### src/rtl/assert_macros.svh
// ----------------------------------------------------------------------------
// Assertion macros
// Shared concurrent assertion forms for the tag lookup block.
// ----------------------------------------------------------------------------
`ifndef ASSERT_MACROS_SVH
`define ASSERT_MACROS_SVH

`ifndef ASSERT_OFF

// The expression holds at every clock edge outside reset.
`define CTL_ASSERT_ALWAYS(lbl, clk, rst, expr) \
   lbl: assert property (@(posedge clk) disable iff (rst) (expr)) \
      else $error("assertion failed");

// When the antecedent holds, the consequent holds in the next cycle.
`define CTL_ASSERT_NEXT(lbl, clk, rst, ante, cons) \
   lbl: assert property (@(posedge clk) disable iff (rst) (ante) |=> (cons)) \
      else $error("assertion failed");

`else

`define CTL_ASSERT_ALWAYS(lbl, clk, rst, expr)
`define CTL_ASSERT_NEXT(lbl, clk, rst, ante, cons)

`endif

`endif

### src/rtl/ctlwb_pkg.sv
// ----------------------------------------------------------------------------
// Tag lookup package
// Fixed field widths, register indexes and reset values of the settings.
// ----------------------------------------------------------------------------
package ctlwb_pkg;

   // Fixed widths of the settings and the result fields.
   localparam int CFG_W      = 4;
   localparam int CSR_IDX_W  = 2;
   localparam int SLOT_OUT_W = 8;
   localparam int TAG_OUT_W  = 16;
   localparam int MISS_W     = 32;

   typedef logic [CFG_W-1:0]     cfg_field_type;
   typedef logic [CSR_IDX_W-1:0] csr_index_type;
   typedef logic [MISS_W-1:0]    miss_count_type;

   // Register indexes on the settings port.
   localparam csr_index_type REG_LINE_BITS   = 2'd0;
   localparam csr_index_type REG_SET_BITS    = 2'd1;
   localparam csr_index_type REG_OFFSET_BITS = 2'd2;

   // Reset values of the settings.
   localparam cfg_field_type LINE_BITS_RST   = 4'd4;
   localparam cfg_field_type SET_BITS_RST    = 4'd4;
   localparam cfg_field_type OFFSET_BITS_RST = 4'd3;

endpackage

### src/rtl/ctlwb_back.sv
// ----------------------------------------------------------------------------
// Tag lookup back end
// Reads the tag memory, resolves hit or miss, updates the tag, valid and
// dirty marks and the miss count, and registers the result beat.
// ----------------------------------------------------------------------------
`include "assert_macros.svh"

module ctlwb_back #(
   parameter int MAX_LINE_BITS = 8,
   parameter int ADDRESS_WIDTH = 16,
   parameter int ITEM_W        = 2 + MAX_LINE_BITS + ADDRESS_WIDTH
) (
   input  logic                                  clock,
   input  logic                                  reset,
   // Queue pop side
   input  logic                                  head_valid,
   input  logic [ITEM_W-1:0]                     head_item,
   output logic                                  pop,
   // Result channel
   output logic                                  rsp_valid,
   input  logic                                  rsp_stall,
   output logic                                  rsp_hit,
   output logic [ctlwb_pkg::SLOT_OUT_W-1:0]      rsp_slot_index,
   output logic [ctlwb_pkg::TAG_OUT_W-1:0]       rsp_stored_tag,
   output logic                                  rsp_dirty_after,
   output ctlwb_pkg::miss_count_type             rsp_miss_total,
   output logic                                  rsp_config_error
);

   localparam int SLOT_COUNT = 1 << MAX_LINE_BITS;

   typedef struct packed {
      logic                     write;
      logic                     bad;
      logic [MAX_LINE_BITS-1:0] slot;
      logic [ADDRESS_WIDTH-1:0] tag;
   } item_type;

   item_type head;

   // Line memory, each entry the dirty mark above the tag, and its
   // registered read port.
   logic [ADDRESS_WIDTH:0]   tag_mem [SLOT_COUNT];
   logic [ADDRESS_WIDTH:0]   rd_entry_ff;
   logic [ADDRESS_WIDTH:0]   fwd_entry_ff;
   logic                     fwd_ff;

   // Read stage.
   logic     rd_valid_ff, rd_valid_in;
   item_type rd_item_ff;

   // Valid marks and miss count.
   logic [SLOT_COUNT-1:0]     valid_ff, valid_in;
   ctlwb_pkg::miss_count_type miss_ff, miss_in;

   // Resolve stage.
   logic                     res_fire;
   logic                     rd_take;
   logic [ADDRESS_WIDTH:0]   held_entry;
   logic [ADDRESS_WIDTH-1:0] held_tag;
   logic                     held_dirty;
   logic                     hit;
   logic                     update;
   logic                     fill;
   logic                     dirty_new;
   logic [ADDRESS_WIDTH:0]   new_entry;
   logic [31:0]              slot_ext;
   logic [31:0]              tag_ext;

   // Result register.
   logic                                 rsp_valid_ff, rsp_valid_in;
   logic                                 rsp_hit_ff;
   logic [ctlwb_pkg::SLOT_OUT_W-1:0]     rsp_slot_ff;
   logic [ctlwb_pkg::TAG_OUT_W-1:0]      rsp_tag_ff;
   logic                                 rsp_dirty_ff;
   ctlwb_pkg::miss_count_type            rsp_miss_ff;
   logic                                 rsp_error_ff;

   assign head = head_item;

   // Handshake between the stages.
   assign res_fire = rd_valid_ff && (!rsp_valid_ff || !rsp_stall);
   assign rd_take  = !rd_valid_ff || res_fire;
   assign pop      = head_valid && rd_take;

   // Hit check with forwarding of a line update written during this beat's read.
   assign held_entry = fwd_ff ? fwd_entry_ff : rd_entry_ff;
   assign held_tag   = held_entry[ADDRESS_WIDTH-1:0];
   assign held_dirty = held_entry[ADDRESS_WIDTH];
   assign hit        = !rd_item_ff.bad && valid_ff[rd_item_ff.slot] &&
                       (held_tag == rd_item_ff.tag);
   assign update     = res_fire && !rd_item_ff.bad;
   assign fill       = update && !hit;
   assign dirty_new  = hit ? (held_dirty || rd_item_ff.write) : rd_item_ff.write;
   assign new_entry  = {dirty_new, rd_item_ff.tag};

   // Line memory: write on every good beat, read when a beat leaves the queue.
   always_ff @(posedge clock) begin
      if (update) begin
         tag_mem[rd_item_ff.slot] <= new_entry;
      end
      if (pop) begin
         rd_entry_ff  <= tag_mem[head.slot];
         fwd_ff       <= update && (rd_item_ff.slot == head.slot);
         fwd_entry_ff <= new_entry;
         rd_item_ff   <= head;
      end
   end

   // Read stage occupancy.
   assign rd_valid_in = rd_take ? head_valid : rd_valid_ff;

   // Valid marks and miss count update.
   always_comb begin
      valid_in = valid_ff;
      miss_in  = miss_ff;
      if (update) begin
         valid_in[rd_item_ff.slot] = 1'b1;
         if (!hit && (miss_ff != '1)) begin
            miss_in = miss_ff + 32'd1;
         end
      end
   end

   always_ff @(posedge clock) begin
      if (reset) begin
         rd_valid_ff <= 1'b0;
         valid_ff    <= '0;
         miss_ff     <= '0;
      end else begin
         rd_valid_ff <= rd_valid_in;
         valid_ff    <= valid_in;
         miss_ff     <= miss_in;
      end
   end

   // Result beat.
   assign slot_ext = 32'(rd_item_ff.slot);
   assign tag_ext  = 32'(rd_item_ff.tag);

   always_comb begin
      rsp_valid_in = rsp_valid_ff && rsp_stall;
      if (res_fire) begin
         rsp_valid_in = 1'b1;
      end
   end

   always_ff @(posedge clock) begin
      if (reset) begin
         rsp_valid_ff <= 1'b0;
      end else begin
         rsp_valid_ff <= rsp_valid_in;
      end
   end

   always_ff @(posedge clock) begin
      if (res_fire) begin
         rsp_hit_ff   <= hit;
         rsp_miss_ff  <= miss_in;
         rsp_error_ff <= rd_item_ff.bad;
         if (rd_item_ff.bad) begin
            rsp_slot_ff  <= '0;
            rsp_tag_ff   <= '0;
            rsp_dirty_ff <= 1'b0;
         end else begin
            rsp_slot_ff  <= slot_ext[ctlwb_pkg::SLOT_OUT_W-1:0];
            rsp_tag_ff   <= tag_ext[ctlwb_pkg::TAG_OUT_W-1:0];
            rsp_dirty_ff <= dirty_new;
         end
      end
   end

   assign rsp_valid        = rsp_valid_ff;
   assign rsp_hit          = rsp_hit_ff;
   assign rsp_slot_index   = rsp_slot_ff;
   assign rsp_stored_tag   = rsp_tag_ff;
   assign rsp_dirty_after  = rsp_dirty_ff;
   assign rsp_miss_total   = rsp_miss_ff;
   assign rsp_config_error = rsp_error_ff;

   `CTL_ASSERT_ALWAYS(a_write_sets_dirty, clock, reset, !(update && rd_item_ff.write && !dirty_new))
   `CTL_ASSERT_NEXT(a_miss_monotonic, clock, reset, 1'b1, miss_ff >= $past(miss_ff))
   `CTL_ASSERT_NEXT(a_fill_sets_valid, clock, reset, fill,
                    valid_ff[$past(rd_item_ff.slot)])
   `CTL_ASSERT_NEXT(a_bad_keeps_marks, clock, reset, res_fire && rd_item_ff.bad,
                    (valid_ff == $past(valid_ff)) && (miss_ff == $past(miss_ff)))
   `CTL_ASSERT_NEXT(a_rsp_hold, clock, reset, rsp_valid_ff && rsp_stall, rsp_valid_ff)

endmodule

### config.mk
export PLATFORM = sky130hd
export DESIGN_NAME = ctlwb_back
export DESIGN_NICKNAME = d
export VERILOG_FILES = /design/src/rtl/ctlwb_pkg.sv /design/src/rtl/ctlwb_back.sv
export VERILOG_INCLUDE_DIRS = /design/src /design/src/rtl
export SDC_FILE = /design/constraint.sdc
export NUM_CORES = 2
export LEC_CHECK = 0
export BUFFER_PORTS_ARGS = -buffer_cell sky130_fd_sc_hd__buf_2
export CORE_ASPECT_RATIO = 0.5
export CORE_MARGIN = 1
export CORE_UTILIZATION = 60
export DETAILED_ROUTE_END_ITERATION = 7
export PLACE_DENSITY = 0.72
export SLEW_MARGIN = 30
export SYNTH_ARGS = -nofsm -noshare
export SYNTH_HDL_FRONTEND = slang
export SYNTH_MEMORY_MAX_BITS = 65536
export SYNTH_SLANG_ARGS = --single-unit
### constraint.sdc
create_clock -name clock -period 19.1 [get_ports clock]
set_input_delay 3.82 -clock clock [delete_from_list [all_inputs] [get_ports clock]]
set_output_delay 3.82 -clock clock [all_outputs]
set_load 0.02 [all_outputs]
==> results.json <==
{
  "outcome": "finished clean",
  "crit_arrival_ps": 9290,
  "tightest_slew_ps": 1110,
  "setup_violations": 0,
  "clk_latency_ps": 960,
  "slew_headroom_pct": 25.5,
  "ant_nets": 0,
  "die_h_um": 391,
  "routed_wl_mm": 458,
  "drt_first_pass_iters": 6,
  "drt_iter0_drc": 14300,
  "syn_area_um2": 182000,
  "cp.required_ps": 19790,
  "p_total_w": 0.0207,
  "skew_ps": 66.2,
  "synthMuxAreaShare_pct": 18.9,
  "avgSynthCellArea_um2": 22.9,
  "grt_max_degree": 190,
  "clk_pin_slew_ps": 70,
  "grt_busiest_layer": "met2",
  "cts_hold_buf": 0,
  "final_util_pct": 67.3,
  "grt_use_met3_pct": 9.18,
  "yosys.area_share.simple_pct": 2.26,
  "grt_usage_pct": 30.0,
  "period_share_pct": 45.0,
  "synth_compound_area_share_pct": 0.534,
  "synth_top_family_by_area": "multiplexers",
  "antenna_found_initial": 45,
  "h-tree-depth": 5,
  "cts_root_buf": "clkbuf_16",
  "cts-resized-gates": 0,
  "fmax_mhz": 116,
  "p_int_w": 0.0163,
  "fin_crit_ps": 8600,
  "cts_buffers": 400,
  "grt.overflow.total": 0,
  "ys_warn_count": 0,
  "yosysTopAreaCell": "edfxtp_1",
  "vias": 87700,
  "p_sw_share_pct": 21.3,
  "synth-xor-area-share_pct": 0.198,
  "synthAdderAreaFrac_pct": 0.00688,
  "synth_cells": 7943,
  "p_clk_share_pct": 39.6,
  "cellLeakagePower_nw": 62.7,
  "setup.worst_path.class": "in2reg",
  "netlist.area_leader.share_pct": 73.9,
  "rows": 142,
  "synth_common_cells": "4472 x edfxtp_1, 1474 x mux4_2, 737 x nor2_1, 290 x dfxtp_1, 269 x clkbuf_1",
  "fill_cells": 18100,
  "critPathCaptureType": "flip-flop",
  "dieWidth_um": 780,
  "clock_path_buffers": 4,
  "netSwitchingPower_w": 0.00441,
  "wl_per_cell_um": 36.1,
  "setup_tns_ps": 0,
  "synth.distinct_cells": 59,
  "grt_pass1_vias": 85400,
  "synth.most_common_cell": "edfxtp_1",
  "io_pins": 91,
  "maxCapViolCount": 0,
  "power.density_nw_per_um2": 102,
  "use_met1_pct": 44.0,
  "startpoint_type": "input pin",
  "drive_above_1_share_pct": 31.9,
  "final_nets": 8349,
  "numPortBuffers": 90,
  "ys_seq_elements": 4762,
  "pwr-share-seq_pct": 55.3,
  "cp_max_fo": 86,
  "use_met2_pct": 44.5,
  "start_util_pct": 60.5,
  "coreArea_um2": 300000,
  "hold_viol": 0,
  "drc": 0,
  "pwr-share-comb_pct": 5.0,
  "hpwlAfterDp_mm": 257,
  "ys_seq_area_share_pct": 77.1,
  "grt_pass1_wl_mm": 641,
  "syn_to_final_growth_pct": 11.3,
  "synth_edf_count": 4472,
  "cts.repair_timing.setup_buffer_count": 0,
  "worst_hold_path_type": "reg2reg",
  "cts.sinks": 4762,
  "cts_tree": "built",
  "via_per_inst": 6.91,
  "ir_drop_uv": 81.0,
  "rsz0062_at_grt": "false",
  "ys_top_cells_by_area": "edfxtp_1 74%, mux4_2 18%, dfxtp_1 3.2%",
  "async_flop_share_pct": 0,
  "die_area_um2": 305000,
  "finalMaxSlewViolations": 0,
  "gp_congestion": 0.893,
  "synthFlopType": "edfxtp_1",
  "synth_nets": 7974
}
==> layer usage <==
metal	share of wire, %	vias up
li1	-	34100
met1	38	46900
met2	45	5917
met3	14	806
met4	3.0	18
met5	0.034	-
==> area by class of cell <==
| cell class | count | area, um2 | area share, % |
|---|---|---|---|
| diodes | 12 | 30.0 | 0.0149 |
| multi-input cells | 2738 | 40900 | 20.2 |
| clock inverters | 250 | 2300 | 1.14 |
| well taps | 4032 | 5040 | 2.49 |
| clock buffers | 484 | 10600 | 5.23 |
| inverters | 9 | 33.8 | 0.0167 |
| repair buffers | 407 | 3220 | 1.59 |
| flip-flops and latches | 4762 | 140000 | 69.3 |
==> flip-flops by register name, indices dropped and copies added (netlist names) <==
register and count:
rd_entry_ff 17, rsp_miss_total 32, rsp_stored_tag 16, rd_item_ff 10, rd_valid_ff 1, rsp_slot_index 8
rsp_config_error 1, fwd_ff 1, tag_mem 4352, rsp_hit 1, miss_ff 32, rsp_valid 1
new_entry 16, fwd_entry_ff 17, rsp_dirty_after 1, valid_ff 256
==> stage by stage <==
step | worst slack [ps] | cells | hold WS (ps) | cell area [um2]
finish | 10500 | 12700 | 469 | 202000
global route | 10120 | 12700 | 488 | 202000
CTS | 10430 | 12700 | 468 | 202000
detailed placement | 9430 | 11900 | 452 | 189000
global placement | 9370 | 11900 | 445 | 189000
floorplan | 8340 | 7943 | 424 | 182000
==> kinds of logic after synthesis <==
family / after synthesis
compound gates: 131
xor+xnor: 41
fa+ha+maj: 1
buf+inv: 443
flops: 4762
mux: 1582
simple gates: 983
==> power groups by stage <==
stage	Clock [W]	Combinational, W	Sequential [W]
CTS	0.00825	0.00103	0.0115
global route	0.00865	0.00108	0.0114
finish	0.00821	0.00104	0.0115
global placement	0	0.00100	0.0117
floorplan	0	0.000554	0.0118
detailed placement	0	0.00102	0.0117
==> layout by cell type (no fill, tap or decap), drive strengths merged, types with 2 or more instances in the layout <==
cell      instances
nor2            738
or4               8
bufinv           39
xnor2            35
a211oi            2
diode            12
and2             10
nand3            36
a31oi             2
buf             407
o22ai             2
a22oi            32
inv              18
or4b              2
clkinvlp         19
or3               3
mux2i            87
and4              3
nand4b            4
xor2              6
nand4            13
a21oi            25
nor3              7
nand2            78
edfxtp         4472
nand2b            6
mux2             21
and3             13
clkbuf          484
nor4              3
dfxtp           290
nor2b            57
mux4           1474
o21ba            30
o2111ai           4
o31ai             6
a21boi            2
o21ai            16
clkinv          183
==> worst paths after layout <==
kind | cells after the start | to | startpoint | slack, ps
min | 2 | valid_ff[94] | valid_ff[94] | 470
min reg2reg | 2 | valid_ff[94] | valid_ff[94] | 470
max reg2reg | 10 | miss_ff[11] | rd_item_ff[19] | 13020
max | 8 | rd_entry_ff[9] | head_item[17] | 10500
==> critical path, cell delays in order <==
cell	delay [ps]
buf_8	520
buf_4	790
buf_4	700
buf_4	770
mux4_2	440
mux4_2	600
mux4_2	740
mux4_2	540
No activity file was read; power rests on OpenSTA's default activity.
