===== src/rtl/assert_macros.svh =====
// ----------------------------------------------------------------------------
// Assertion macros
// Shared concurrent assertion forms for the tag lookup block.
// ----------------------------------------------------------------------------
`ifndef ASSERT_MACROS_SVH
`define ASSERT_MACROS_SVH

`ifndef ASSERT_OFF

// The expression holds at every clock edge outside reset.
`define CTL_ASSERT_ALWAYS(lbl, clk, rst, expr) \
   lbl: assert property (@(posedge clk) disable iff (rst) (expr)) \
      else $error("assertion failed");

// When the antecedent holds, the consequent holds in the next cycle.
`define CTL_ASSERT_NEXT(lbl, clk, rst, ante, cons) \
   lbl: assert property (@(posedge clk) disable iff (rst) (ante) |=> (cons)) \
      else $error("assertion failed");

`else

`define CTL_ASSERT_ALWAYS(lbl, clk, rst, expr)
`define CTL_ASSERT_NEXT(lbl, clk, rst, ante, cons)

`endif

`endif


===== src/rtl/ctlwb_pkg.sv =====
// ----------------------------------------------------------------------------
// Tag lookup package
// Fixed field widths, register indexes and reset values of the settings.
// ----------------------------------------------------------------------------
package ctlwb_pkg;

   // Fixed widths of the settings and the result fields.
   localparam int CFG_W      = 4;
   localparam int CSR_IDX_W  = 2;
   localparam int SLOT_OUT_W = 8;
   localparam int TAG_OUT_W  = 16;
   localparam int MISS_W     = 32;

   typedef logic [CFG_W-1:0]     cfg_field_type;
   typedef logic [CSR_IDX_W-1:0] csr_index_type;
   typedef logic [MISS_W-1:0]    miss_count_type;

   // Register indexes on the settings port.
   localparam csr_index_type REG_LINE_BITS   = 2'd0;
   localparam csr_index_type REG_SET_BITS    = 2'd1;
   localparam csr_index_type REG_OFFSET_BITS = 2'd2;

   // Reset values of the settings.
   localparam cfg_field_type LINE_BITS_RST   = 4'd4;
   localparam cfg_field_type SET_BITS_RST    = 4'd4;
   localparam cfg_field_type OFFSET_BITS_RST = 4'd3;

endpackage


===== src/rtl/ctlwb_front.sv =====
// ----------------------------------------------------------------------------
// Tag lookup front end
// Holds the settings, splits each request address into tag and slot and
// flags bad settings, then hands the classified beat to the queue.
// ----------------------------------------------------------------------------
module ctlwb_front #(
   parameter int MAX_LINE_BITS = 8,
   parameter int ADDRESS_WIDTH = 16,
   parameter int ITEM_W        = 2 + MAX_LINE_BITS + ADDRESS_WIDTH
) (
   input  logic                     clock,
   input  logic                     reset,
   // Request channel
   input  logic                     req_valid,
   output logic                     req_stall,
   input  logic                     req_action,
   input  logic [ADDRESS_WIDTH-1:0] req_address,
   // Settings port
   input  logic                     csr_valid,
   output logic                     csr_ready,
   input  ctlwb_pkg::csr_index_type csr_index,
   input  ctlwb_pkg::cfg_field_type csr_data,
   // Queue push side
   output logic                     push,
   output logic [ITEM_W-1:0]        push_item,
   input  logic                     queue_full
);

   localparam int EXT_W = (ADDRESS_WIDTH > MAX_LINE_BITS) ? ADDRESS_WIDTH : MAX_LINE_BITS;
   localparam logic [5:0] AW_LIM  = 6'(ADDRESS_WIDTH);
   localparam logic [3:0] MLB_LIM = 4'(MAX_LINE_BITS);

   typedef struct packed {
      logic                     write;
      logic                     bad;
      logic [MAX_LINE_BITS-1:0] slot;
      logic [ADDRESS_WIDTH-1:0] tag;
   } item_type;

   ctlwb_pkg::cfg_field_type line_bits_ff, line_bits_in;
   ctlwb_pkg::cfg_field_type set_bits_ff, set_bits_in;
   ctlwb_pkg::cfg_field_type offset_bits_ff, offset_bits_in;

   logic [EXT_W-1:0]         addr_ext;
   logic [EXT_W-1:0]         addr_shift;
   logic [MAX_LINE_BITS-1:0] line_mask;
   logic [MAX_LINE_BITS-1:0] set_mask;
   logic [MAX_LINE_BITS-1:0] line_no;
   logic [MAX_LINE_BITS-1:0] set_no;
   logic [MAX_LINE_BITS-1:0] in_set;
   logic [3:0]               span;
   logic [4:0]               tag_shift;
   logic [5:0]               field_sum;
   logic                     bad;
   item_type                 item;

   // Settings writes are always taken.
   assign csr_ready = 1'b1;

   always_comb begin
      line_bits_in   = line_bits_ff;
      set_bits_in    = set_bits_ff;
      offset_bits_in = offset_bits_ff;
      if (csr_valid) begin
         case (csr_index)
            ctlwb_pkg::REG_LINE_BITS:   line_bits_in   = csr_data;
            ctlwb_pkg::REG_SET_BITS:    set_bits_in    = csr_data;
            ctlwb_pkg::REG_OFFSET_BITS: offset_bits_in = csr_data;
            default: begin
            end
         endcase
      end
   end

   always_ff @(posedge clock) begin
      if (reset) begin
         line_bits_ff   <= ctlwb_pkg::LINE_BITS_RST;
         set_bits_ff    <= ctlwb_pkg::SET_BITS_RST;
         offset_bits_ff <= ctlwb_pkg::OFFSET_BITS_RST;
      end else begin
         line_bits_ff   <= line_bits_in;
         set_bits_ff    <= set_bits_in;
         offset_bits_ff <= offset_bits_in;
      end
   end

   // Settings check: sets fit the lines, lines fit the slots, fields fit the address.
   assign field_sum = 6'(line_bits_ff) + 6'(offset_bits_ff);
   assign bad = (set_bits_ff > line_bits_ff) || (line_bits_ff > MLB_LIM) ||
                (field_sum > AW_LIM);

   // Line number and tag from the address.
   assign addr_ext   = EXT_W'(req_address);
   assign addr_shift = addr_ext >> offset_bits_ff;
   assign line_mask  = ~({MAX_LINE_BITS{1'b1}} << line_bits_ff);
   assign line_no    = addr_shift[MAX_LINE_BITS-1:0] & line_mask;
   assign tag_shift  = 5'(line_bits_ff) + 5'(offset_bits_ff);

   // Slot: set bits go on top, the in-set bits below them.
   assign set_mask = ~({MAX_LINE_BITS{1'b1}} << set_bits_ff);
   assign set_no   = line_no & set_mask;
   assign in_set   = line_no >> set_bits_ff;
   assign span     = line_bits_ff - set_bits_ff;

   always_comb begin
      item.write = req_action;
      item.bad   = bad;
      item.slot  = (set_no << span) + in_set;
      item.tag   = req_address >> tag_shift;
   end

   assign req_stall = queue_full;
   assign push      = req_valid && !queue_full;
   assign push_item = item;

endmodule


===== config.mk =====
export PLATFORM = sky130hd
export DESIGN_NAME = ctlwb_front
export DESIGN_NICKNAME = d
export VERILOG_FILES = /design/src/rtl/assert_macros.svh /design/src/rtl/ctlwb_pkg.sv /design/src/rtl/ctlwb_front.sv
export SDC_FILE = /design/constraint.sdc
export NUM_CORES = 1
export LEC_CHECK = 0
export BUFFER_PORTS_ARGS = -buffer_cell sky130_fd_sc_hd__buf_2
export CORE_MARGIN = 2
export CORE_UTILIZATION = 60
export DETAILED_ROUTE_END_ITERATION = 8
export PLACE_DENSITY = 0.93
export SLEW_MARGIN = 20
export SYNTH_ARGS = -nofsm -noshare
export SYNTH_HDL_FRONTEND = slang
export SYNTH_SLANG_ARGS = --single-unit

===== constraint.sdc =====
create_clock -name clock -period 7.6 [get_ports clock]
set_input_delay 1.14 -clock clock [delete_from_list [all_inputs] [get_ports clock]]
set_output_delay 1.14 -clock clock [all_outputs]
set_load 0.02 [all_outputs]

==> results of run 1 <==
[power by group through the flow]
stage | Sequential, mW | Clock, mW | Combinational, mW
after global placement | 0.0770 | 0 | 0.280
after floorplan | 0.0691 | 0 | 0.224
final | 0.0765 | 0.0579 | 0.290
after detailed placement | 0.0774 | 0 | 0.284
after global routing | 0.0772 | 0.0607 | 0.314
after CTS | 0.0761 | 0.0579 | 0.286
[critical path: cells and delay by family (launching register included)]
kind            cells  cell delay, ns
compound gates      5            1.06
flops               1            0.58
simple gates        5            1.21
buf+inv             3            0.60
fa+ha+maj           2            0.82
xor+xnor            2            0.37
[layout by cell type, fill, tap and decap left out, types with 5 or more instances in the layout]
cell,count
nor2_1,53
buf_2,53
nand2_1,29
a21oi_1,27
mux2i_1,25
inv_1,15
ha_1,15
o21ai_0,13
a211oi_1,13
nor2b_1,12
dfxtp_1,12
mux4_2,11
nor3_1,11
mux2_2,9
a21o_1,9
xnor2_1,8
or3_1,7
o21a_1,7
nand3b_1,6
a31oi_1,6
xor2_1,5
nand3_1,5
[per-layer routing]
| layer | up-vias | wire length, um |
|---|---|---|
| li1 | 1606 | - |
| met1 | 1574 | 3600 |
| met2 | 183 | 4130 |
| met3 | 44 | 634 |
| met4 | 0 | 258 |
| met5 | - | 0 |
[state kept, by name (all words and copies together), names as in the netlist]
signal,flops
offset_bits_ff,4
set_bits_ff,4
line_bits_ff,4
[cell type report]
cell class | count | area (um2)
Timing Repair Buffer | 54 | 273
Multi-Input combinational cell | 352 | 2630
Tap cell | 70 | 87.6
Sequential cell | 12 | 240
Clock buffer | 3 | 41.3
Inverter | 19 | 71.3
Fill cell | 466 | 1730
[stage by stage]
stage | utilization, % | hold WS (ns) | total power [mW]
3_3_place_gp | 65.1 | 0.641 | 0.357
2_1_floorplan | - | 0.615 | 0.293
3_5_place_dp | 65.1 | 0.664 | 0.361
4_1_cts | 66.0 | 0.681 | 0.420
6_report | 66.0 | 0.696 | 0.424
5_1_grt | 66.0 | 0.700 | 0.452
[logic make-up (layout without fill, tap and decap cells)]
| group | after synthesis | count (layout) | synth area share (%) |
|---|---|---|---|
| adders and majority gates | 18 | 18 | 7.91 |
| muxes | 48 | 48 | 20.9 |
| xor gates and xnor gates | 13 | 13 | 3.64 |
| AOI/OAI and AO/OA | 124 | 124 | 28.1 |
| and+or+nand+nor | 148 | 148 | 23.5 |
| other | 1 | 1 | 0.120 |
| buffers and inverters | 49 | 76 | 8.23 |
| DFF | 12 | 12 | 7.67 |
[worst paths after layout]
check,cells after the start,slack [ns],endpoint
worst max-delay path,17,1.58,push_item[23]
worst min-delay path,2,0.70,set_bits_ff[3]
worst max register to register,1,6.27,offset_bits_ff[1]
worst min register to register,2,0.70,set_bits_ff[3]
==> metrics.txt, run 1 <==
status=complete, no violations; CP max FO=13; Root Driver=clkbuf_8; clock network power share=13.6%; worst setup margin=between 1.5 and 2 ns; Final ANT Viol Nets=0; Sink Count=12; largest net degree at the start of global routing=29; Worst Hold Class=reg2reg; critical path class=reg2out; CP Data Arrival Time=4.88 ns; Synth area leader=mux2i_1; Final GP Congestion=1.01; Rel. slew slack=26.8%; fraction of layout cells with a size suffix above 1=20.9%; Area Overhead vs Synth=6.87%; router iterations before antenna repair=7; first-pass GRT wire length=14,000 um; synthesized area=3130 um2; Distinct cells, synth=75; post-detail-place hpwl=6580 um; vias in the first global route=3,087; crit share post-route=79.2%; Post-CTS Setup Bufs=0; top cell type's share of synthesized area=7.99%; final-report setup violation count=0; Die X=76.2 um; Final Slew Violations=0; n_diodes=0; CP max-delay cell=nor3_1; Residual DRC=0; Seq/Total Area, Yosys=7.67%; Layout Cell Area excl Fill=about 3300 um2; Setup TNS=0 ns; Sw Ratio=49.0%; power share of the combinational group=68.3%; maximum vdd drop=117 uV; RSZ-0062 raised after global routing=no; number of CTS-inserted buffers=3; num rows=26; syn nets=459; Mapped Cells=approximately 410; grt ovf=0; most frequent cell after synthesis=nor2_1; FF-to-FF Start=offset_bits_ff[1]; placed cells=507; gr busiest metal=met2; max_cap viols=0; CP peak stage delay=0.61 ns; Place WS=1.73 ns; Post-synth EDFFs=0; top post-synthesis cells by count=nor2_1 (53), nand2_1 (29), a21oi_1 (27); met3 usage=2.01%; PD cells=127 nW/um2; die area=5810 um2; Max Clock Skew=0 ns; I/O Buffers=53; Synth Register Bits=12; Sequential Power Share=between 15 and 20%; clock-pin transition on the worst setup and hold timing paths=roughly 0.050 ns; worst skew pair latency=0.24 ns; I/O pins=57; worst path required time=6.46 ns; top cells by area, synth=mux2i_1 (8.0%), mux4_2 (7.9%), dfxtp_1 (7.7%), nor2_1 (6.4%), ha_1 (6.0%); Starting Density=61.7%; fin crit period=~6 ns; achievable frequency=166 MHz; placed inst area=3310 um2; cts repair resizes=0; GRT Util Overall=28.2%; NumNets Final=488; core footprint=5070 um2; CTS tree=yes; Pleak=1.49 nW; fin cells=510; commonest register cell after synthesis=dfxtp_1; Critical Path, Cell by Cell=clkinv_1 -> fa_1 -> and3_1 -> o31a_1 -> nor3_1 -> nor2_1 -> nand2b_1 -> inv_1 -> ha_1 -> a21o_1 -> a21oi_1 -> nor2b_1 -> o21a_1 -> o41ai_1 -> xor2_1 -> xnor2_1 -> buf_2; actual slew at the worst max-slew pin=1.10 ns; NetSw=208 uW; hold path start=set_bits_ff[3]; Vias=3,407; Longest Clk Path Bufs=2; Mean Syn Cell Area=7.58 um2; Post-synth ARST share=0%; Final Hold Fails=0; met2 usage=49.1%; die height=76.2 um; M1 GR Usage=between 30% and 40%; drt wl/cell=roughly 17 um; synthesis warning total=0; startpoint types=flop; Internal=around 220 uW; DRT iter0 DRCs=391; H-tree depth=1; hold_buf cts=0; Total Wirelength=8620 um; critical path startpoint=set_bits_ff[1]; initial antenna violation count=0; Crit. End Element=output pin; vias per cell=around 6.7
Note: power is estimated with default switching activity, not from simulation.
==> run 2, diff against run 1 <==
- CORE_UTILIZATION: 60 -> 58
- PLACE_DENSITY: 0.93 -> 0.91
- clock period: 7.6 -> 5.6 ns (I/O delays scaled with it)
==> metrics.txt, run 2 (synthesis results as in run 1) <==
status=complete, no violations; largest registers=line_bits_ff: 4 flops, offset_bits_ff: 4 flops, set_bits_ff: 4 flops; vias per cell=~6.6; Final Hold Fails=0; actual slew at the worst max-slew pin=0.816 ns; max_cap viols=0; Critical Path, Cell by Cell=buf_2 -> mux4_1 -> o211ai_1 -> o22ai_1 -> o21ai_0 -> o32a_1 -> nor3_1 -> a31o_2 -> ha_1 -> a21o_1 -> a21oi_1 -> nor2b_1 -> o21a_1 -> o41ai_1 -> xor2_1 -> xnor2_1 -> buf_2; core footprint=5170 um2; n_diodes=0; number of CTS-inserted buffers=3; Vias=roughly 3,400; Sequential Power Share=17.4%; Residual DRC=0; router iterations before antenna repair=5; Final Slew Violations=0; Crit. End Element=output pin; num rows=26; PD cells=about 170 nW/um2; CP max FO=6; Post-CTS Setup Bufs=0; Max Clock Skew=0 ns; Sw Ratio=between 40 and 50%; H-tree depth=1; Root Driver=clkbuf_8; worst path buffer plus inverter count=2; CTS tree=yes; fin crit period=5.19 ns; placed cells=515; largest net degree at the start of global routing=23; Final ANT Viol Nets=0; clock network power share=13.2%; Worst Hold Class=reg2reg; NumNets Final=496; Longest Clk Path Bufs=2; drt wl/cell=roughly 17 um; Sink Count=12; CP top delay family=compound AO/OA/AOI/OAI gates; placed inst area=around 3400 um2; CP max-delay cell=mux4_1; Crit path top cell by count=buf_2; DRT iter0 DRCs=341; Die X=77.5 um; fraction of layout cells with a size suffix above 1=23.0%; cts repair resizes=0; achievable frequency=193 MHz; maximum vdd drop=around 210 uV; RSZ-0062 raised after global routing=no; I/O Buffers=53; Total Wirelength=~9000 um; startpoint types=input pin; die height=between 70 and 80 um; CP peak stage delay=0.57 ns; NetSw=283 uW; crit share post-route=92.6%; most frequent cells in the layout=nor2_1 (53), buf_2 (53), nand2_1 (29), a21oi_1 (27), mux2i_1 (25); power share of the combinational group=a little over two thirds; critical path class=in2out; Final GP Congestion=1.04; CP Data Arrival Time=between 4 and 5 ns; Area Overhead vs Synth=8.91%; initial antenna violation count=0; die area=6000 um2; worst skew pair latency=0.24 ns; Setup TNS=0 ns; clock-pin transition on the worst setup and hold timing paths=0.05 ns; final-report setup violation count=0; worst path required time=approximately 4.8 ns; Rel. slew slack=45.6%; I/O pins=57; first-pass GRT wire length=~15,000 um; Pleak=between 1.5 and 2 nW; vias in the first global route=around 3,200; Internal=297 uW; GRT Util Overall=29.7%; fin cells=518; grt ovf=0; Layout Cell Area excl Fill=about 3400 um2; post-detail-place hpwl=6960 um; worst setup margin=0.415 ns; hold_buf cts=0; Starting Density=60.5%; Place WS=0.444 ns
-- run 2: cell types whose count changed in the layout (fill, tap and decap cells not counted), sizes merged --
cell and delta:
buf +8
-- run 2: final timing paths --
check	depth (start not counted)	slack, ns	to	startpoint
hold reg to reg	2	0.68	set_bits_ff[3]	set_bits_ff[3]
hold / removal	2	0.68	set_bits_ff[3]	set_bits_ff[3]
setup reg to reg	4	4.48	set_bits_ff[2]	set_bits_ff[2]
setup / recovery	17	0.41	push_item[23]	req_address[13]
-- run 2: power by group through the flow --
stage	combinational [mW]	sequential, mW	clock [mW]
finish	0.403	0.101	0.0764
global placement	0.386	0.102	0
CTS	0.398	0.100	0.0775
floorplan	0.304	0.0938	0
global route	0.436	0.102	0.0825
detailed placement	0.395	0.102	0
-- run 2: per-layer routing --
layer  global-route usage, %  up-vias  wire length [um]
li1                        -     1616                 -
met1                    40.3     1601              3890
met2                    51.8      179              4440
met3                    2.56       15               571
met4                    5.71        0               100
met5                       0        -                 0
-- run 2: worst min-delay path, stage by stage, from the launching register on --
cell	delay, ns
dfxtp_1	0.41
mux2i_1	0.18
nor2_1	0.05
-- run 2: through the flow --
stage	hold slack [ns]	total power [mW]	utilization (%)
3_3_place_gp	0.663	0.488	65.1
6_report	0.677	0.580	65.9
2_1_floorplan	0.615	0.397	-
5_1_grt	0.743	0.621	65.9
3_5_place_dp	0.665	0.497	65.1
4_1_cts	0.673	0.576	65.9
-- run 2: cell type report --
| class | instances | area [um2] |
|---|---|---|
| fill | 472 | 1760 |
| timing repair buffer | 62 | 333 |
| tap | 70 | 87.6 |
| multi-input combinational | 352 | 2630 |
| inverter | 19 | 71.3 |
| sequential | 12 | 244 |
| clock buffer | 3 | 41.3 |
