## config.mk

```make
export PLATFORM = sky130hd
export DESIGN_NAME = ctlwb_queue
export DESIGN_NICKNAME = d
export VERILOG_FILES = /design/src/rtl/ctlwb_queue.sv
export VERILOG_INCLUDE_DIRS = /design/src /design/src/rtl
export SDC_FILE = /design/constraint.sdc
export NUM_CORES = 1
export LEC_CHECK = 0
export BUFFER_PORTS_ARGS = -buffer_cell sky130_fd_sc_hd__buf_2
export CAP_MARGIN = 40
export CORE_ASPECT_RATIO = 0.9
export CORE_MARGIN = 1.5
export CORE_UTILIZATION = 46
export CTS_CLUSTER_DIAMETER = 60
export DETAILED_ROUTE_END_ITERATION = 7
export PLACE_DENSITY = 0.79
export SYNTH_ARGS = -nofsm -noshare
export SYNTH_HDL_FRONTEND = slang
export SYNTH_SLANG_ARGS = --single-unit
export TNS_END_PERCENT = 100
```

## constraint.sdc

```tcl
create_clock -name clock -period 2 [get_ports clock]
set_input_delay 0.3 -clock clock [delete_from_list [all_inputs] [get_ports clock]]
set_output_delay 0.3 -clock clock [all_outputs]
set_load 0.05 [all_outputs]
```

## src/rtl/assert_macros.svh

```systemverilog
// ----------------------------------------------------------------------------
// Assertion macros
// Shared concurrent assertion forms for the tag lookup block.
// ----------------------------------------------------------------------------
`ifndef ASSERT_MACROS_SVH
`define ASSERT_MACROS_SVH

`ifndef ASSERT_OFF

// The expression holds at every clock edge outside reset.
`define CTL_ASSERT_ALWAYS(lbl, clk, rst, expr) \
   lbl: assert property (@(posedge clk) disable iff (rst) (expr)) \
      else $error("assertion failed");

// When the antecedent holds, the consequent holds in the next cycle.
`define CTL_ASSERT_NEXT(lbl, clk, rst, ante, cons) \
   lbl: assert property (@(posedge clk) disable iff (rst) (ante) |=> (cons)) \
      else $error("assertion failed");

`else

`define CTL_ASSERT_ALWAYS(lbl, clk, rst, expr)
`define CTL_ASSERT_NEXT(lbl, clk, rst, ante, cons)

`endif

`endif

```

## src/rtl/ctlwb_queue.sv

```systemverilog
// ----------------------------------------------------------------------------
// Tag lookup queue
// Two-entry queue that decouples the front end from the lookup back end.
// ----------------------------------------------------------------------------
`include "assert_macros.svh"

module ctlwb_queue #(
   parameter int WIDTH = 26
) (
   input  logic             clock,
   input  logic             reset,
   input  logic             push,
   input  logic [WIDTH-1:0] push_item,
   output logic             full,
   input  logic             pop,
   output logic             head_valid,
   output logic [WIDTH-1:0] head_item
);

   localparam logic [1:0] DEPTH = 2'd2;

   logic [WIDTH-1:0] entry_ff [2];
   logic             wr_ptr_ff, wr_ptr_in;
   logic             rd_ptr_ff, rd_ptr_in;
   logic [1:0]       count_ff, count_in;

   assign full       = (count_ff == DEPTH);
   assign head_valid = (count_ff != 2'd0);
   assign head_item  = entry_ff[rd_ptr_ff];

   // Pointer and fill count update.
   always_comb begin
      wr_ptr_in = push ? !wr_ptr_ff : wr_ptr_ff;
      rd_ptr_in = pop ? !rd_ptr_ff : rd_ptr_ff;
      count_in  = count_ff;
      if (push && !pop) begin
         count_in = count_ff + 2'd1;
      end else if (pop && !push) begin
         count_in = count_ff - 2'd1;
      end
   end

   always_ff @(posedge clock) begin
      if (reset) begin
         wr_ptr_ff <= 1'b0;
         rd_ptr_ff <= 1'b0;
         count_ff  <= 2'd0;
      end else begin
         wr_ptr_ff <= wr_ptr_in;
         rd_ptr_ff <= rd_ptr_in;
         count_ff  <= count_in;
      end
   end

   // Entry storage.
   always_ff @(posedge clock) begin
      if (push) begin
         entry_ff[wr_ptr_ff] <= push_item;
      end
   end

   `CTL_ASSERT_ALWAYS(a_no_overflow, clock, reset, !(push && full))
   `CTL_ASSERT_ALWAYS(a_no_underflow, clock, reset, !(pop && !head_valid))
   `CTL_ASSERT_ALWAYS(a_count_bound, clock, reset, count_ff <= DEPTH)
   `CTL_ASSERT_ALWAYS(a_ptr_count, clock, reset,
                      (count_ff == 2'd1) == (wr_ptr_ff != rd_ptr_ff))

endmodule

```

==> results of run 1 <==
==> cell type report <==
| cell class | count | area share |
|---|---|---|
| inverters | 1 | 0.00142 |
| repair buffers | 61 | 0.129 |
| flip-flops and latches | 57 | 0.628 |
| clock buffers | 15 | 0.0591 |
| multi-input cells | 42 | 0.152 |
| well taps | 62 | 0.0293 |
| clock inverters | 1 | 0.00142 |
==> sequential cells by signal, summed over array words and instances, names as in the netlist, named ones only <==
register,count
count_ff,2
entry_ff,52
rd_ptr_ff,1
wr_ptr_ff,1
==> layer usage <==
metal	vias up	global-route usage	routed length (microns)
met5	-	0	0
met4	0	0.111	93
met3	8	0.0560	187
li1	533	-	-
met2	33	0.234	1710
met1	531	0.148	1310
==> layout by cell type (no fill, tap or decap) <==
cell type / count
and2_1: 1
or3_1: 1
buf_2: 57
and2b_2: 1
buf_4: 2
edfxtp_1: 52
mux2_2: 26
o21ai_0: 1
xnor2_1: 2
clkinv_1: 1
dfxtp_1: 5
ha_1: 1
nor2b_2: 1
clkbuf_1: 5
inv_1: 1
clkbuf_8: 10
xor2_1: 2
a21oi_1: 1
buf_12: 2
or2_2: 1
nor2_1: 4
==> cell families after synthesis <==
group,Yosys count
AOI/OAI and AO/OA,2
buffers and inverters,4
adders and majority gates,1
muxes,26
and+or+nand+nor,9
DFF,57
xor gates and xnor gates,4
==> power breakdown <==
part	switching [uW]	internal, uW	leakage, uW	total [uW]
combinational	347	157	0.000406	505
sequential	26.4	1390	0.000530	1410
clock	370	481	0.0000794	851
==> through the flow <==
step / hold WS (ns) / std cells
floorplan: 0.369 / 103
global placement: 0.473 / 223
detailed placement: 0.491 / 223
CTS: 0.147 / 239
global route: 0.151 / 239
finish: 0.166 / 239
==> worst max path at each step <==
stage | to | slack [ns] | cells after the start
after floorplan | entry_ff[0][0]$_DFFE_PP_ | 0.08 | 1
after global routing | head_item[3] | 0.08 | 3
after CTS | head_item[13] | 0.12 | 3
final | head_item[3] | 0.15 | 3
after detailed placement | head_item[13] | 0.47 | 3
after global placement | head_item[21] | 0.49 | 3
==> flow_summary.json, run 1 <==
{
  "outcome": "completed",
  "total_power_uw": 2770,
  "ctsLongestPathBuffers": 2,
  "critical_path_buf_inv_count": 2,
  "root_buffer": "clkbuf_8",
  "timing.fmax_ghz": 0.540,
  "htree_levels": 3,
  "yosysWarnings": 0,
  "setup_violations": 0,
  "timing.critical_path.arrival_ns": 1.55,
  "critPathRequiredTime_ns": 1.70,
  "tritoncts": "yes",
  "route.vias.total": 1105,
  "detail_route.vias_per_cell": 4.62,
  "gpl.final_weighted_congestion": 0.755,
  "final_core_utilization": 0.601,
  "period_utilization_post_route": 0.926,
  "number_of_nets_in_the_synthesized_netlist": 134,
  "grt_setup_unrepaired": "false",
  "die_w_microns": 74.1,
  "static-leakage-power_uw": 0.00102,
  "vdd_ir_drop_max_mv": 0.713,
  "detailedRoute.firstPassIterationCount": 4,
  "cts.reportedPaths.clkPinSlew_ns": 0.06,
  "ff2ff_setup_slack_ns": 0.66,
  "drive_above_1_share": 0.565,
  "antenna_cells": 0,
  "synthesized_area_fraction_occupied_by_and_or_nand_nor_cells": 0.0233,
  "dominantRegCellSynth": "edfxtp_1",
  "timing.critical_path.max_delay_family": "flip-flops",
  "pwr_dens_nw_per_um2": 1050,
  "io_buffer_count": 57,
  "grt-ovfl-total": 0,
  "worst_setup_path_end_kind": "output pin",
  "post_route_cell_area_sq_um": 2650,
  "finalMaxSlewViolations": 0,
  "finalClockSkew_ns": 0.00497,
  "drv_cap": 0,
  "detailedPlacementHpwl_microns": 2350,
  "ys_top_cells_by_count": "52 x edfxtp_1, 26 x mux2_2, 5 x dfxtp_1",
  "clock_insertion_delay_worst_skew_ns": 0.32,
  "mapped_cell_area_sq_um": 2090,
  "critPathMaxFanout": 22,
  "ctsHoldBuffers": 0,
  "worst-slew-pin-transition_ns": 0.487,
  "cts.repair_timing.setup_buffer_count": 0,
  "num-fill-cells": 333,
  "synth-adder-area-share": 0.00598,
  "min-delay-path-class": "primary input to flip-flop",
  "ys_seq_area_frac": 0.794,
  "synth_edf_count": 52,
  "timing.reg2reg.worst_path_depth": 2,
  "start_util": 0.475,
  "area.sequential_sq_um": 1660,
  "multi_input_comb_area_sq_um": 402,
  "fin_ws_ns": 0.149,
  "antenna_found_initial": 0,
  "synthDominantAreaCellType": "edfxtp_1",
  "timing.hold.worst.start": "push_item[14]",
  "yosysUniqueCellTypes": 17,
  "max_slew_margin": 0.675,
  "std_cell_rows": 23,
  "r2r_start": "wr_ptr_ff$_SDFFE_PP0P_",
  "die-area_sq_um": 4960,
  "hold_viol_final": 0,
  "dominant_combinational_cell_family_by_area_after_synthesis": "multiplexers",
  "cts_buffers": 9,
  "timing.critical_path.cells": "buf_12 -> mux2_2 -> buf_2",
  "first_global_vias": 1069,
  "grt_first_pass_wirelength_microns": 4840,
  "ant_nets": 0,
  "async_set_reset_flop_share_out_of_synthesis": 0,
  "grt_start_max_net_pins": 23,
  "hold_path_depth": 1,
  "final_routed_wirelength_across_all_metal_layers_microns": 3310,
  "synth.mux.area_fraction": 0.140,
  "drt_drc_violations_left": 0,
  "crit_path_max_incr_delay_ns": 0.46,
  "area_after_detailed_placement_sq_um": 2480,
  "synth_top_area_share": 0.746,
  "routedWlPerCell_microns": 13.8,
  "layout.nets": 203,
  "dr.first_iter.drc_count": 41,
  "die_h_microns": 67.0,
  "synthToLayoutAreaGrowth_pct": 26.4,
  "groute.usage.overall": 0.144,
  "netlist_instances": 103,
  "timing.setup.tns_ns": 0,
  "setup.worst_path.start_class": "flip-flop",
  "yosys.cell_count.top_type": "edfxtp_1",
  "worstReg2RegEnd": "entry_ff[1][0]$_DFFE_PP_",
  "yosys.area_share.xor_xnor": 0.0167,
  "pin_count": 58,
  "pre_cts_slack_ns": 0.469,
  "cts.sinks": 57,
  "ys_top_cells_by_area": "edfxtp_1 75%, mux2_2 14%, dfxtp_1 4.8%",
  "timing.setup.critical_path_class": "flip-flop to output pin",
  "timing.final.crit_period_ns": 1.85,
  "timing.hold.worst_endpoint": "entry_ff[0][14]$_DFFE_PP_",
  "ctsResizeCount": 0,
  "slowest_stage": "dfxtp_1",
  "count_of_state_elements_after_synthesis": 57,
  "synth-compound-area-share": 0.00478,
  "post_synth.cell_area_avg_sq_um": 20.3,
  "core_region_area_sq_um": 4400
}
(Power assumes the default switching activity.)
==> inputs of run 2 (changes only) <==
--- a/config.mk
+++ b/config.mk
@@ -10,10 +10,10 @@
 export CAP_MARGIN = 40
 export CORE_ASPECT_RATIO = 0.9
 export CORE_MARGIN = 1.5
-export CORE_UTILIZATION = 46
+export CORE_UTILIZATION = 51
 export CTS_CLUSTER_DIAMETER = 60
 export DETAILED_ROUTE_END_ITERATION = 7
-export PLACE_DENSITY = 0.79
+export PLACE_DENSITY = 0.83
 export SYNTH_ARGS = -nofsm -noshare
 export SYNTH_HDL_FRONTEND = slang
 export SYNTH_SLANG_ARGS = --single-unit
==> constraint.sdc (replaced) <==
create_clock -name clock -period 2.05 [get_ports clock]
set_input_delay 0.3075 -clock clock [delete_from_list [all_inputs] [get_ports clock]]
set_output_delay 0.3075 -clock clock [all_outputs]
set_load 0.05 [all_outputs]
==> run 2 against run 1 <==
  * Flip-flop and latch count unchanged
  * Sequential power about the same
  * Critical path depth unchanged
  * Worst setup slack better by 0.015 ns
  * Wire length up 2.8%
  * Die area down 9.4%
  * Global-route usage up 2.6 points
  * Power down 4.3%
  * Combinational power down 2%
  * Final area down 1.7%
  * Critical path type unchanged
==> flow_summary.json, run 2 (synthesis results as in run 1) <==
{
  "largest_register_ff_count": 52,
  "hold_path_depth": 1,
  "max_slew_margin": 0.826,
  "cts.reportedPaths.clkPinSlew_ns": 0.06,
  "worst_setup_path_end_kind": "output pin",
  "multi_input_comb_area_sq_um": 402,
  "placed_cells": 208,
  "routedWlPerCell_microns": 15.4,
  "ctsHoldBuffers": 0,
  "std_cell_rows": 21,
  "start_util": 0.545,
  "timing.critical_path.arrival_ns": 1.58,
  "finalMaxSlewViolations": 0,
  "groute.usage.overall": 0.170,
  "period_utilization_post_route": 0.920,
  "route.vias.total": 1101,
  "ff2ff_setup_slack_ns": 0.98,
  "grt_first_pass_wirelength_microns": 5470,
  "detailedPlacementHpwl_microns": 2350,
  "min-delay-path-class": "primary input to flip-flop",
  "grt-ovfl-total": 0,
  "gpl.final_weighted_congestion": 0.668,
  "timing.setup.critical_path_class": "flip-flop to output pin",
  "die_w_microns": 70.5,
  "io_buffer_count": 57,
  "drive_above_1_share": 0.577,
  "first_global_vias": 1158,
  "timing.setup.tns_ns": 0,
  "cts.repair_timing.setup_buffer_count": 0,
  "vdd_ir_drop_max_mv": 0.705,
  "pwr_dens_nw_per_um2": 1020,
  "root_buffer": "clkbuf_8",
  "pin_count": 58,
  "timing.hold.worst_endpoint": "entry_ff[1][7]$_DFFE_PP_",
  "critPathRequiredTime_ns": 1.74,
  "core_region_area_sq_um": 3840,
  "tritoncts": "yes",
  "max_flop_register": "entry_ff",
  "hold_viol_final": 0,
  "cts_buffers": 9,
  "number_of_cells_in_the_finished_layout_apart_from_fillers": 221,
  "layout_top_registers": "entry_ff x52, count_ff x2",
  "clock_insertion_delay_worst_skew_ns": 0.32,
  "ctsLongestPathBuffers": 2,
  "timing.reg2reg.worst_path_depth": 2,
  "r2r_start": "wr_ptr_ff$_SDFFE_PP0P_",
  "layout.nets": 204,
  "ctsResizeCount": 0,
  "final_routed_wirelength_across_all_metal_layers_microns": 3400,
  "worst-slew-pin-transition_ns": 0.260,
  "grt_start_max_net_pins": 23,
  "outcome": "completed",
  "setup_violations": 0,
  "die-area_sq_um": 4500,
  "dr.first_iter.drc_count": 38,
  "detail_route.vias_per_cell": 4.98,
  "timing.final.crit_period_ns": 1.89,
  "setup.worst_path.start_class": "flip-flop",
  "pre_cts_slack_ns": 0.487,
  "drt_drc_violations_left": 0,
  "critPathMaxFanout": 22,
  "static-leakage-power_uw": 0.00101,
  "grt_setup_unrepaired": "false",
  "cts.sinks": 57,
  "drv_cap": 0,
  "synthToLayoutAreaGrowth_pct": 24.3,
  "ant_nets": 0,
  "antenna_found_initial": 0,
  "detailedRoute.firstPassIterationCount": 4,
  "num-fill-cells": 273,
  "final_common_cell": "buf_2",
  "die_h_microns": 63.8,
  "timing.hold.worst.start": "push_item[7]",
  "area.sequential_sq_um": 1660,
  "antenna_cells": 0,
  "timing.fmax_ghz": 0.530,
  "fin_ws_ns": 0.164,
  "finalClockSkew_ns": 0.00661,
  "worstReg2RegEnd": "entry_ff[1][2]$_DFFE_PP_",
  "most_used_cells_in_the_layout_excluding_fill_and_tap_cells": "57 x buf_2, 52 x edfxtp_1, 26 x mux2_2",
  "htree_levels": 3
}
## run 2: changes by cell type in the layout (fill, tap and decap cells not counted), sizes merged
| cell | delta |
|---|---|
| buf | +1 |
| clkbuf | -4 |
| clkinv | +1 |
## run 2: how the worst max path moves through the flow
| stage | from | depth (start not counted) | endpoint |
|---|---|---|---|
| floorplan | wr_ptr_ff$_SDFFE_PP0P_ | 1 | entry_ff[0][0]$_DFFE_PP_ |
| global placement | flip-flop | 3 | head_item[11] |
| detailed placement | flip-flop | 3 | head_item[13] |
| CTS | flip-flop | 3 | head_item[13] |
| global route | flip-flop | 3 | head_item[18] |
| finish | flip-flop | 3 | head_item[18] |
## run 2: cell type report
type	count	share of cell area
repair buffers	62	0.129
well taps	46	0.0221
flip-flops and latches	57	0.639
clock inverters	2	0.00337
inverters	1	0.00144
clock buffers	11	0.0505
multi-input cells	42	0.154
## run 2: worst max-delay path, cell delays in order (launching register included)
cell,delay [ns]
dfxtp_1,0.46
buf_12,0.21
mux2_2,0.36
buf_2,0.21
## run 2: power by group
group,internal [uW],switching [uW],total [uW],leakage (uW)
combinational,152,341,493,0.000409
clock,411,366,777,0.0000725
sequential,1350,25.5,1380,0.000530
total,1920,733,2650,0.00101
## run 2: metrics by stage
| stage | instance area (sq um) | hold WS [ns] | power (uW) | utilization |
|---|---|---|---|---|
| floorplan | 2090 | 0.377 | 1770 | - |
| global placement | 2460 | 0.471 | 1880 | 0.641 |
| detailed placement | 2460 | 0.490 | 1900 | 0.641 |
| CTS | 2600 | 0.159 | 2680 | 0.678 |
| global route | 2600 | 0.154 | 2760 | 0.678 |
| finish | 2600 | 0.176 | 2650 | 0.678 |
## run 2: layer usage
metal	up-vias	part of all wire	global-route usage	wire length [microns]
li1	529	-	-	-
met1	525	0.41	0.184	1410
met2	42	0.51	0.283	1720
met3	5	0.066	0.0804	225
met4	0	0.014	0.0793	46
met5	-	0	0	0
==> inputs of run 3 (changes only) <==
--- a/config.mk
+++ b/config.mk
@@ -8,13 +8,11 @@
 export LEC_CHECK = 0
 export BUFFER_PORTS_ARGS = -buffer_cell sky130_fd_sc_hd__buf_2
 export CAP_MARGIN = 40
-export CORE_ASPECT_RATIO = 0.9
 export CORE_MARGIN = 1.5
-export CORE_UTILIZATION = 51
+export CORE_UTILIZATION = 46
 export CTS_CLUSTER_DIAMETER = 60
 export DETAILED_ROUTE_END_ITERATION = 7
-export PLACE_DENSITY = 0.83
+export PLACE_DENSITY = 0.79
 export SYNTH_ARGS = -nofsm -noshare
 export SYNTH_HDL_FRONTEND = slang
 export SYNTH_SLANG_ARGS = --single-unit
-export TNS_END_PERCENT = 100
==> constraint.sdc (replaced) <==
create_clock -name clock -period 1.7 [get_ports clock]
set_input_delay 0.255 -clock clock [delete_from_list [all_inputs] [get_ports clock]]
set_output_delay 0.255 -clock clock [all_outputs]
set_load 0.05 [all_outputs]
==> run 3 against run 2 <==
  * Sequential power grew 20%
  * Core utilization down 5.6 points
  * Wire length rose by 6.1%
  * Global-route usage decreased by 1.4 points
  * Combinational power grew 28%
  * Clock power grew 47%
  * Final area increased by 4.0%
  * Final cell count rose by 5.0%
==> flow_summary.json, run 3 (synthesis results as in run 1) <==
{
  "critPathMaxFanout": 6,
  "htree_levels": 3,
  "synthToLayoutAreaGrowth_pct": 29.3,
  "first_global_vias": 1251,
  "max_flop_register": "entry_ff",
  "tritoncts": "yes",
  "timing.final.crit_period_ns": 1.64,
  "min-delay-path-class": "primary input to flip-flop",
  "gpl.final_weighted_congestion": 0.745,
  "static-leakage-power_uw": 0.00105,
  "cts.sinks": 57,
  "grt_start_max_net_pins": 15,
  "clock_insertion_delay_worst_skew_ns": 0.33,
  "route.vias.total": 1146,
  "worst_setup_path_end_kind": "output pin",
  "setup.worst_path.start_class": "flip-flop",
  "drive_above_1_share": 0.583,
  "detailedRoute.firstPassIterationCount": 4,
  "layout_top_registers": "entry_ff x52, count_ff x2",
  "vdd_ir_drop_max_mv": 0.726,
  "cts_buffers": 9,
  "finalClockSkew_ns": 0.00589,
  "finalMaxSlewViolations": 0,
  "hold_viol_final": 0,
  "setup_violations": 0,
  "cts.repair_timing.setup_buffer_count": 0,
  "worst-slew-pin-transition_ns": 0.326,
  "critPathRequiredTime_ns": 1.44,
  "drt_drc_violations_left": 0,
  "timing.fmax_ghz": 0.609,
  "outcome": "completed",
  "io_buffer_count": 57,
  "hold_slack_ns": 0.117,
  "slowest_stage": "dfxtp_4",
  "timing.setup.tns_ns": 0,
  "die-area_sq_um": 4960,
  "layout.nets": 206,
  "final_routed_wirelength_across_all_metal_layers_microns": 3600,
  "antenna_cells": 0,
  "pwr_dens_nw_per_um2": 1270,
  "most_used_cells_in_the_layout_excluding_fill_and_tap_cells": "52 x edfxtp_1, 42 x buf_2, 26 x mux2_2",
  "crit_path_max_incr_delay_ns": 0.37,
  "ant_nets": 0,
  "grt-ovfl-total": 0,
  "die_w_microns": 70.4,
  "std_cell_rows": 24,
  "cts.reportedPaths.clkPinSlew_ns": 0.06,
  "period_utilization_post_route": 0.966,
  "die_h_microns": 70.4,
  "timing.critical_path.arrival_ns": 1.39,
  "grt_first_pass_wirelength_microns": 5620,
  "final_common_cell": "edfxtp_1",
  "max_slew_margin": 0.781,
  "num-fill-cells": 323,
  "pin_count": 58,
  "groute.usage.overall": 0.156,
  "root_buffer": "clkbuf_8",
  "grt_setup_unrepaired": "false",
  "ctsLongestPathBuffers": 2,
  "detailedPlacementHpwl_microns": 2350,
  "routedWlPerCell_microns": 15.5,
  "timing.setup.critical_path_class": "flip-flop to output pin",
  "start_util": 0.480,
  "core_region_area_sq_um": 4350,
  "timing.critical_path.cells": "buf_4 -> mux2_2 -> buf_2",
  "antenna_found_initial": 0,
  "drv_cap": 0,
  "largest_register_ff_count": 52,
  "detail_route.vias_per_cell": 4.94,
  "dr.first_iter.drc_count": 77
}
-- run 3: report_power, final --
part	total, uW	internal, uW	switching [uW]
combinational	629	213	416
clock	1140	660	484
sequential	1660	1630	30.7
-- run 3: layout make-up --
| cell class | instances | area (sq um) | share of cell area |
|---|---|---|---|
| Multi-Input combinational cell | 42 | 402 | 0.148 |
| Sequential cell | 57 | 1670 | 0.616 |
| Timing Repair Buffer | 64 | 392 | 0.145 |
| Tap cell | 52 | 65.1 | 0.0241 |
| Inverter | 1 | 3.75 | 0.00139 |
| Clock buffer | 11 | 131 | 0.0486 |
| Clock inverter | 5 | 46.3 | 0.0171 |
-- run 3: timing repair --
item | 4_1_cts | 5_1_grt
endpoints found under the hold margin | 0 | 0
endpoints found under the setup margin | 18 | 26
gates cloned | 0 | 1
hold buffers | 0 | 0
gates resized for setup | 13 | 12
-- run 3: path summary, 6_finish.rpt --
kind                                                from                         to  slack [ns]  depth (start not counted)
worst max-delay path                           flip-flop              head_item[13]        0.06                          3
worst min-delay path                        push_item[0]   entry_ff[1][0]$_DFFE_PP_        0.12                          1
worst max register to register    wr_ptr_ff$_SDFFE_PP0P_  entry_ff[0][10]$_DFFE_PP_        0.49                          2
worst min register to register  count_ff[1]$_SDFFE_PP0P_   count_ff[1]$_SDFFE_PP0P_        0.52                          2
-- run 3: metrics by stage --
step                instances  total power, uW  instance area (sq um)  setup slack [ns]   util
finish                    232             3430                   2710            0.0586  0.621
global route              232             3570                   2710           0.00324  0.621
CTS                       231             3460                   2680      -0.000000444  0.614
detailed placement        215             2290                   2460             0.331  0.566
global placement          215             2270                   2460             0.344  0.566
floorplan                 103             2130                   2090             0.270      -
-- run 3: routing by layer --
layer,up-vias,GRT usage,share of wire
li1,544,-,-
met1,560,0.168,0.41
met2,38,0.255,0.50
met3,4,0.0678,0.073
met4,0,0.0897,0.0097
met5,-,0,0
-- run 3: worst max-delay path: cells and delay by family (launching register included) --
family	cells	cell delay (ns)
buffers and inverters	2	0.36
DFF	1	0.37
muxes	1	0.33
